==> src/hdl/hcbd_pkg.sv <==
// Package for the HTTP chunked body deframer: phase and byte class codes,
// the result record and the hex digit decoder. Depends on nothing.
`timescale 1ns / 1ps
`default_nettype none

package hcbd_pkg;

   localparam int DEFAULT_MAX_HEX_DIGITS = 8;
   localparam int COUNT_WIDTH            = 4;
   localparam int SIZE_WIDTH             = 32;
   localparam int LEFT_WIDTH             = 33;
   localparam int TRAILER_BYTES          = 2;

   localparam logic [7:0] BYTE_CR = 8'h0D;
   localparam logic [7:0] BYTE_LF = 8'h0A;

   typedef enum logic [2:0] {
      PH_SIZE     = 3'd0,
      PH_SIZE_LF  = 3'd1,
      PH_DATA     = 3'd2,
      PH_FINAL_CR = 3'd3,
      PH_FINAL_LF = 3'd4,
      PH_ERROR    = 3'd5
   } phase_type;

   typedef enum logic [2:0] {
      CL_DIGIT    = 3'd0,
      CL_SIZECRLF = 3'd1,
      CL_PAYLOAD  = 3'd2,
      CL_TRAILER  = 3'd3,
      CL_FINAL    = 3'd4,
      CL_ERROR    = 3'd5
   } class_type;

   typedef struct packed {
      class_type   byte_class;
      logic [7:0]  payload_byte;
      logic        body_done;
      logic        error_flag;
   } result_type;

   typedef struct packed {
      logic        valid;
      logic [3:0]  value;
   } hex_type;

   function automatic hex_type hex_decode(input logic [7:0] b);
      hex_type h;
      h.valid = 1'b1;
      h.value = 4'd0;
      if (b inside {[8'h30 : 8'h39]}) begin
         h.value = 4'(b - 8'h30);
      end else if (b inside {[8'h41 : 8'h46]}) begin
         h.value = 4'(b - 8'h41 + 8'd10);
      end else if (b inside {[8'h61 : 8'h66]}) begin
         h.value = 4'(b - 8'h61 + 8'd10);
      end else begin
         h.valid = 1'b0;
      end
      return h;
   endfunction

endpackage

`default_nettype wire

==> src/hdl/http_chunked_body_deframer.sv <==
// Top level of the HTTP chunked body deframer: input register, framing core
// and result register with stream handshakes. Depends on hcbd_pkg, hcbd_core.
`timescale 1ns / 1ps
`default_nettype none

// Classifies a chunked HTTP/1.1 body one byte per transfer and returns one
// result per byte. A new byte is taken on every clock while the result side
// keeps up; each byte is held in the input register and is then classified
// into the result register once that register is empty or is being read.
// The framing state advances in the same cycle that a byte moves from the
// input register to the result register.
module http_chunked_body_deframer #(
   parameter int MAX_HEX_DIGITS = hcbd_pkg::DEFAULT_MAX_HEX_DIGITS
) (
   input  wire logic        clock,
   input  wire logic        reset,
   input  wire logic        req_tvalid,
   output      logic        req_tready,
   input  wire logic [7:0]  req_tdata,   // [7:0] data_byte
   input  wire logic        req_tuser,   // [0] restart
   output      logic        rsp_tvalid,
   input  wire logic        rsp_tready,
   output      logic [15:0] rsp_tdata,   // [2:0] byte_class, [10:3] payload_byte, [15:11] zero
   output      logic        rsp_tlast,   // body_done
   output      logic        rsp_tuser    // [0] error_flag
);

   logic                  in_valid_ff;
   logic [7:0]            in_byte_ff;
   logic                  in_restart_ff;
   logic                  out_valid_ff;
   hcbd_pkg::result_type  out_ff;
   hcbd_pkg::result_type  result;
   logic                  step;

   assign step       = in_valid_ff && (!out_valid_ff || rsp_tready);
   assign req_tready = !in_valid_ff || step;

   hcbd_core #(
      .MAX_HEX_DIGITS(MAX_HEX_DIGITS)
   ) u_core (
      .clock     (clock),
      .reset     (reset),
      .step      (step),
      .data_byte (in_byte_ff),
      .restart   (in_restart_ff),
      .result    (result)
   );

   always_ff @(posedge clock) begin
      if (reset) begin
         in_valid_ff  <= 1'b0;
         out_valid_ff <= 1'b0;
      end else begin
         if (req_tready) begin
            in_valid_ff <= req_tvalid;
         end
         if (step) begin
            out_valid_ff <= 1'b1;
         end else if (rsp_tready) begin
            out_valid_ff <= 1'b0;
         end
      end
   end

   always_ff @(posedge clock) begin
      if (req_tready && req_tvalid) begin
         in_byte_ff    <= req_tdata;
         in_restart_ff <= req_tuser;
      end
      if (step) begin
         out_ff <= result;
      end
   end

   assign rsp_tvalid = out_valid_ff;
   assign rsp_tdata  = {5'd0, out_ff.payload_byte, out_ff.byte_class};
   assign rsp_tlast  = out_ff.body_done;
   assign rsp_tuser  = out_ff.error_flag;

   a_error_class : assert property (@(posedge clock) disable iff (reset)
      rsp_tvalid |-> (rsp_tuser == (out_ff.byte_class == hcbd_pkg::CL_ERROR)))
      else $error("error flag disagrees with byte class");

   a_done_final : assert property (@(posedge clock) disable iff (reset)
      (rsp_tvalid && rsp_tlast) |-> (out_ff.byte_class == hcbd_pkg::CL_FINAL))
      else $error("body done on a byte that is not part of the final CR LF");

   a_echo_payload : assert property (@(posedge clock) disable iff (reset)
      (rsp_tvalid && out_ff.byte_class != hcbd_pkg::CL_PAYLOAD)
         |-> (out_ff.payload_byte == 8'd0))
      else $error("payload byte echoed outside chunk data");

   a_sticky_error : assert property (@(posedge clock) disable iff (reset)
      (step && result.error_flag) |=> (step && !in_restart_ff) |-> result.error_flag)
      else $error("error state left without a restart");

endmodule

`default_nettype wire

==> src/hdl/hcbd_core.sv <==
// Framing state machine of the chunked body deframer: holds phase, size
// accumulator, digit count and remaining byte count. Depends on hcbd_pkg.
`timescale 1ns / 1ps
`default_nettype none

module hcbd_core #(
   parameter int MAX_HEX_DIGITS = hcbd_pkg::DEFAULT_MAX_HEX_DIGITS
) (
   input  wire logic               clock,
   input  wire logic               reset,
   input  wire logic               step,
   input  wire logic [7:0]         data_byte,
   input  wire logic               restart,
   output hcbd_pkg::result_type    result
);

   localparam logic [hcbd_pkg::COUNT_WIDTH-1:0] MaxCount =
      hcbd_pkg::COUNT_WIDTH'(MAX_HEX_DIGITS);

   hcbd_pkg::phase_type                 phase_ff, phase_in, ph;
   logic [hcbd_pkg::SIZE_WIDTH-1:0]     acc_ff, acc_in, acc;
   logic [hcbd_pkg::COUNT_WIDTH-1:0]    cnt_ff, cnt_in, cnt;
   logic [hcbd_pkg::LEFT_WIDTH-1:0]     left_ff, left_in, left;
   hcbd_pkg::hex_type                   hex;

   always_comb begin
      ph   = restart ? hcbd_pkg::PH_SIZE : phase_ff;
      acc  = restart ? '0 : acc_ff;
      cnt  = restart ? '0 : cnt_ff;
      left = restart ? '0 : left_ff;
      hex  = hcbd_pkg::hex_decode(data_byte);
   end

   always_comb begin
      phase_in = ph;
      acc_in   = acc;
      cnt_in   = cnt;
      left_in  = left;
      case (ph)
         hcbd_pkg::PH_SIZE: begin
            if (hex.valid) begin
               if (cnt >= MaxCount) begin
                  phase_in = hcbd_pkg::PH_ERROR;
               end else begin
                  acc_in = {acc[hcbd_pkg::SIZE_WIDTH-5:0], hex.value};
                  cnt_in = cnt + 1'b1;
               end
            end else if (data_byte == hcbd_pkg::BYTE_CR && cnt != '0) begin
               phase_in = hcbd_pkg::PH_SIZE_LF;
            end else begin
               phase_in = hcbd_pkg::PH_ERROR;
            end
         end
         hcbd_pkg::PH_SIZE_LF: begin
            if (data_byte == hcbd_pkg::BYTE_LF) begin
               if (acc == '0) begin
                  phase_in = hcbd_pkg::PH_FINAL_CR;
               end else begin
                  left_in  = {1'b0, acc} + hcbd_pkg::LEFT_WIDTH'(hcbd_pkg::TRAILER_BYTES);
                  phase_in = hcbd_pkg::PH_DATA;
               end
               acc_in = '0;
               cnt_in = '0;
            end else begin
               phase_in = hcbd_pkg::PH_ERROR;
            end
         end
         hcbd_pkg::PH_DATA: begin
            if (left != '0) begin
               left_in = left - 1'b1;
            end
            if (left <= hcbd_pkg::LEFT_WIDTH'(1)) begin
               phase_in = hcbd_pkg::PH_SIZE;
            end
         end
         hcbd_pkg::PH_FINAL_CR: begin
            phase_in = (data_byte == hcbd_pkg::BYTE_CR) ? hcbd_pkg::PH_FINAL_LF
                                                         : hcbd_pkg::PH_ERROR;
         end
         hcbd_pkg::PH_FINAL_LF: begin
            if (data_byte == hcbd_pkg::BYTE_LF) begin
               phase_in = hcbd_pkg::PH_SIZE;
               acc_in   = '0;
               cnt_in   = '0;
               left_in  = '0;
            end else begin
               phase_in = hcbd_pkg::PH_ERROR;
            end
         end
         default: begin
            phase_in = hcbd_pkg::PH_ERROR;
         end
      endcase
   end

   always_comb begin
      result.byte_class   = hcbd_pkg::CL_ERROR;
      result.payload_byte = 8'd0;
      result.body_done    = 1'b0;
      case (ph)
         hcbd_pkg::PH_SIZE: begin
            if (hex.valid && cnt < MaxCount) begin
               result.byte_class = hcbd_pkg::CL_DIGIT;
            end else if (!hex.valid && data_byte == hcbd_pkg::BYTE_CR && cnt != '0) begin
               result.byte_class = hcbd_pkg::CL_SIZECRLF;
            end
         end
         hcbd_pkg::PH_SIZE_LF: begin
            if (data_byte == hcbd_pkg::BYTE_LF) begin
               result.byte_class = hcbd_pkg::CL_SIZECRLF;
            end
         end
         hcbd_pkg::PH_DATA: begin
            if (left > hcbd_pkg::LEFT_WIDTH'(hcbd_pkg::TRAILER_BYTES)) begin
               result.byte_class   = hcbd_pkg::CL_PAYLOAD;
               result.payload_byte = data_byte;
            end else begin
               result.byte_class = hcbd_pkg::CL_TRAILER;
            end
         end
         hcbd_pkg::PH_FINAL_CR: begin
            if (data_byte == hcbd_pkg::BYTE_CR) begin
               result.byte_class = hcbd_pkg::CL_FINAL;
            end
         end
         hcbd_pkg::PH_FINAL_LF: begin
            if (data_byte == hcbd_pkg::BYTE_LF) begin
               result.byte_class = hcbd_pkg::CL_FINAL;
               result.body_done  = 1'b1;
            end
         end
         default: begin
            result.byte_class = hcbd_pkg::CL_ERROR;
         end
      endcase
      result.error_flag = (result.byte_class == hcbd_pkg::CL_ERROR);
   end

   always_ff @(posedge clock) begin
      if (reset) begin
         phase_ff <= hcbd_pkg::PH_SIZE;
         acc_ff   <= '0;
         cnt_ff   <= '0;
         left_ff  <= '0;
      end else if (step) begin
         phase_ff <= phase_in;
         acc_ff   <= acc_in;
         cnt_ff   <= cnt_in;
         left_ff  <= left_in;
      end
   end

endmodule

`default_nettype wire

==> config.mk <==
export PLATFORM = sky130hd
export DESIGN_NAME = http_chunked_body_deframer
export DESIGN_NICKNAME = d
export VERILOG_FILES = /design/src/hdl/hcbd_pkg.sv /design/src/hdl/http_chunked_body_deframer.sv /design/src/hdl/hcbd_core.sv
export SDC_FILE = /design/constraint.sdc
export NUM_CORES = 1
export LEC_CHECK = 0
export CAP_MARGIN = 20
export CORE_ASPECT_RATIO = 1.1
export CORE_MARGIN = 2
export CORE_UTILIZATION = 51
export CTS_BUF_LIST = sky130_fd_sc_hd__clkbuf_8
export DETAILED_ROUTE_END_ITERATION = 7
export DONT_BUFFER_PORTS = 1
export PLACE_DENSITY = 0.66
export SETUP_SLACK_MARGIN = 0.2
export SLEW_MARGIN = 10
export SYNTH_ARGS = -nofsm -noshare
export SYNTH_HDL_FRONTEND = slang
export SYNTH_SLANG_ARGS = --single-unit
==> constraint.sdc <==
create_clock -name clock -period 8.8 [get_ports clock]
set_input_delay 1.76 -clock clock [delete_from_list [all_inputs] [get_ports clock]]
set_output_delay 1.76 -clock clock [all_outputs]
set_load 0.01 [all_outputs]
## After elaboration in Yosys (flattened, before gate mapping)

Cells that the tools add are included.

- Bits of input ports: 13
- Output and inout port bits: 20
- Word-level logic and storage cells: 99
- Bits in registers: 96

- Order comparisons: 10
- Add/sub/neg operators: 8
- Reductions and logical operators: 21
- Equality and inequality tests: 7
- Multiplexer cells: 41

Operators with widths:

| kind | count |
|---|---|
| $mux 33 | 5 |
| $mux 32 | 4 |
| $pmux 33 s3 | 1 |
| $pmux 32 s2 | 1 |
| $add 32x2->33 const B | 1 |
| $gt 33x2->1 const B | 1 |
| $le 33x1->1 const B | 1 |
| $reduce_bool 33->1 | 1 |
| $sub 33x1->33 const B | 1 |
| $logic_not 32->1 | 1 |
| $mux 3 | 10 |
| $pmux 3 s5 | 2 |
| $mux 4 | 7 |
| $eq 8x4->1 const B | 2 |
| $ge 8x7->1 const B | 2 |
| $le 8x7->1 const B | 2 |
| $sub 4x1->4 const B | 3 |
| $mux 1 | 10 |
| $logic_and 1x1->1 | 9 |
| $add 4x4->4 const B | 2 |
| $ge 8x6->1 const B | 1 |
| $le 8x6->1 const B | 1 |
| $pmux 4 s2 | 1 |
| $eq 3x2->1 const B | 2 |
| other kinds (12) | 16 |

## Depth between registers and ports, before layout

- Depth after elaboration: 12
- Gate-level depth with buffers: 14

## By module

Synthesis repeated with hierarchy kept, for this count alone.

- Cell total of the unflattened synthesis: 732
- Area, all modules: 6321.1 um^2

Modules (own cells, without submodules):

| module | cells an instance | instances | sequential area each (um^2) | area an instance (um^2) |
|---|---|---|---|---|
| hcbd_core | 694 | 1 | 1441.4 | 5515.3 |
| http_chunked_body_deframer | 38 | 1 | 700.7 | 805.8 |

## Least setup slack after synthesis

No wires, ideal clock.

- Kind: input-to-output
- Start: in rsp_tready
- End: out req_tready
- Setup slack: 4983 ps
- Arrival: 2057 ps
- Stages on the path: 2
- Cells stage by stage: nor2b_1 -> nand2_1

- Cells in the longest elaborated chain, start to end: 3

Ends and longest elaborated chain:

| element | RTL line | RTL |
|---|---|---|
| start: declaration | http_chunked_body_deframer.sv:22 | `input wire logic rsp_tready,` |
| $logic_or 1x1->1 | http_chunked_body_deframer.sv:36 | `assign step = in_valid_ff && (!out_valid_ff \|\| rsp_tready);` |
| $logic_and 1x1->1 | http_chunked_body_deframer.sv:36 |  |
| $logic_or 1x1->1 | http_chunked_body_deframer.sv:37 | `assign req_tready = !in_valid_ff \|\| step;` |
| end: declaration | http_chunked_body_deframer.sv:18 | `output logic req_tready,` |

No other way between the ends.

## Worst setup path after layout

- Start: in rsp_tready
- End: reg u_core.left_ff[11] (netlist name)

- Cells in the longest elaborated chain, start to end: 2

Ends and longest elaborated chain:

| element | RTL line | RTL |
|---|---|---|
| $logic_or 1x1->1 | http_chunked_body_deframer.sv:36 |  |
| $logic_and 1x1->1 | http_chunked_body_deframer.sv:36 |  |
| end signal: assignment | hcbd_core.sv:149 | `left_ff <= left_in;` |
| end: declaration | hcbd_core.sv:23 | `logic [hcbd_pkg::LEFT_WIDTH-1:0] left_ff, left_in, left;` |

No other way between the ends.
A chain may end at the register's enable or synchronous reset.

==> metrics.md <==
| Metric | Value |
|---|---|
| Cell Rows | `42` |
| Routability cong. | `0.986` |
| Data required time at the worst endpoint | `9.12 ns` |
| Via count of the first global-routing pass | `5342` |
| Insertion delay to the later sink of the worst-skew pair | `0.40 ns` |
| Antenna-violating nets left | `0` |
| Largest voltage drop on the vdd net | `0.114 mV` |
| Min-Delay Path Class | `reg -> reg` |
| HPWL Detailed | `12700 um` |
| H-Tree Level Count | `3` |
| DRT Pass-1 Iters | `7` |
| Floorplan core area | `11900 um^2` |
| Buffer cell driving the clock tree root | `clkbuf_8` |
| Share of final-layout standard cells stronger than drive strength 1 | `7.14%` |
| Number of buffers inserted to repair setup after CTS | `0` |
| Maximum Capacitance Violations | `0` |
| Number of synthesized flops with an enable pin | `22` |
| Post-synthesis cell count | `745` |
| Crit share post-route | `45.5%` |
| Final setup TNS | `0 ns` |
| Status | `finished clean` |
| Clock net sink count | `96` |
| Final-report max-slew violation count | `0` |
| Global-route wire length before repair | `29200 um` |
| Via density | `6.77` |
| Drt drc | `0` |
| Count of warnings emitted by yosys | `0` |
| Number of buffers inserted for hold repair after clock tree synthesis | `0` |
| All-Layer GR Usage | `29.1%` |
| Die Y | `119 um` |
| Slew headroom | `23.4%` |
| Critical path type | `in -> reg` |
| Post_cts resized | `0` |
| Fraction of synthesis flops using an asynchronous set or reset pin | `0%` |
| Starting density of the core | `51.7%` |
| Starting DRC count in detailed routing | `533` |
| Achievable Freq | `250 MHz` |
| Largest net degree at the start of global routing | `71` |
| Number of input and output port buffers inserted | `0` |
| Library cells used by synthesis | `80` |
| Primary flip-flop cell chosen by synthesis mapping | `dfxtp_1` |
| Endpoint arrival time on the critical path | `4.32 ns` |
| Vias after detailed routing | `5877` |
| Type of destination of the critical path | `flip-flop` |
| Number of buffers added by the clock tree synthesis step | `9` |
| Total congestion overflow | `0` |
| Syn-to-layout area delta | `4.26%` |
| Average footprint of a synthesized cell | `8.27 um^2` |
| Hold Violations, Final | `0` |
| Clock skew after layout | `0.0199 ns` |
| Post-synthesis instance area | `6160 um^2` |
| Setup violations, final | `0` |
| Number of top-level design ports | `33` |
| Mean routed wirelength per cell | `21.0 um` |
| Leading cell type in the layout, fill and taps excluded | `nor2_1` |
| Pin slew with the least headroom to its limit | `1.14 ns` |
| Clock tree from TritonCTS | `built` |
| DP Cell Count | `852` |
| Leakage dissipation | `2.20 nW` |
| Number of antenna violations at the first check in global routing | `0` |
| Routed wire length | `18200 um` |
| Synthesized flop and latch total | `96` |
| Final Non-Filler Cells | `868` |
| Setup repair after global routing missed its margin | `false` |
| Clock transition at the register clock pins on the worst setup and hold paths after CTS | `0.11 ns` |
| Startpoint types | `input pin` |
| Sequential share of the synthesized area | `34.8%` |
| Antenna Cells | `0` |
| Power density over the cells | `147 nW/um^2` |
| Commonest non-fill, non-tap cells in the layout | `nor2_1 (79), dfxtp_1 (74), nand2_1 (60)` |
| Die X-Extent | `109 um` |
| Area of the die | `13000 um^2` |
| Minimum clock period | `4.00 ns` |
| CTS max path bufs | `2` |
| Maximum fanout count along the critical path | `35` |
| Layout Nets | `733` |
[stage by stage]
step	setup slack (ns)	hold WS [ns]	utilization [%]	area [um^2]	total power, mW
after floorplan	4.98	0.464	-	6180	0.570
after global placement	4.46	0.475	51.8	6180	0.593
after detailed placement	4.41	0.486	51.8	6180	0.595
after CTS	4.83	0.503	53.9	6430	0.945
after global routing	4.44	0.529	53.9	6430	0.974
final	4.80	0.502	53.9	6430	0.944
[cell type report]
cell class                      count  area (um^2)
Timing Repair Buffer                9         67.6
Inverter                           22         82.6
Tap cell                          154          193
Fill cell                        1125         5500
Sequential cell                    96         2140
Multi-Input combinational cell    571         3700
Clock buffer                        9          124
Clock inverter                      7          119
[where the power goes]
group	internal (mW)	switching (mW)	total (mW)
logic	0.0366	0.0749	0.111
registers	0.461	0.0156	0.476
clock network	0.189	0.167	0.356
total	0.686	0.258	0.944
[critical path: stages]
cell and delay (ns):
nor2b_1 0.18, nand2b_1 0.68, inv_1 0.09, buf_4 0.29
a21oi_1 0.71, a21boi_1 0.33, o311ai_0 0.18, o31ai_1 0.09
[cells in the mapped netlist, types with 7 or more instances]
library cell,n,share of area [%]
nor2_1,79,4.8
dfxtp_1,74,24
nand2_1,60,3.7
o21ai_0,49,4.0
clkbuf_1,35,2.1
a21oi_1,34,2.8
a22oi_1,23,2.8
nor3_1,23,1.9
edfxtp_1,22,11
nor4_1,22,2.2
inv_1,21,1.3
nand3_1,20,1.6
a32o_1,17,2.8
xnor2_1,17,2.4
xor2_1,16,2.3
o22ai_1,15,1.5
and3_1,12,1.2
buf_2,12,0.97
ha_1,11,2.2
nor2b_1,11,1.1
a31oi_1,10,1.0
o32ai_1,10,1.4
nand4_1,9,0.91
o21ai_1,8,0.65
a32oi_1,7,0.99
[path summary, 6_finish.rpt]
check             cells past startpoint  slack [ns]             start                 end
setup reg to reg                     11        5.12     in_restart_ff  u_core.left_ff[32]
hold reg to reg                       2        0.50  u_core.cnt_ff[3]    u_core.cnt_ff[3]
hold / removal                        2        0.50  u_core.cnt_ff[3]    u_core.cnt_ff[3]
setup / recovery                      8        4.80        rsp_tready  u_core.left_ff[11]
[layer usage]
metal	wire (um)	global-route usage, %	share of wire, %
met5	0	0	0
met1	7780	40.7	43
met2	8470	44.9	46
met3	1440	4.60	7.9
met4	536	11.1	2.9
[flip-flops by register name, indices dropped and copies added, names as in the netlist]
signal           cells
in_restart_ff        1
rsp_tuser            1
u_core.acc_ff       32
u_core.left_ff      33
u_core.cnt_ff        4
in_valid_ff          1
rsp_tlast            1
rsp_tdata           11
rsp_tvalid           1
u_core.phase_ff      3
in_byte_ff           8
[logic make-up after synthesis]
kind of cell / Yosys count / synth area share (%)
buffers and inverters: 82 / 5.79
multiplexers: 2 / 0.325
XOR/XNOR: 33 / 4.69
adder cells (fa/ha/maj): 12 / 2.40
other: 1 / 0.0608
AO/OA/AOI/OAI: 229 / 26.5
AND/OR/NAND/NOR: 290 / 25.5
flip-flops: 96 / 34.8
(Power assumes the default switching activity.)
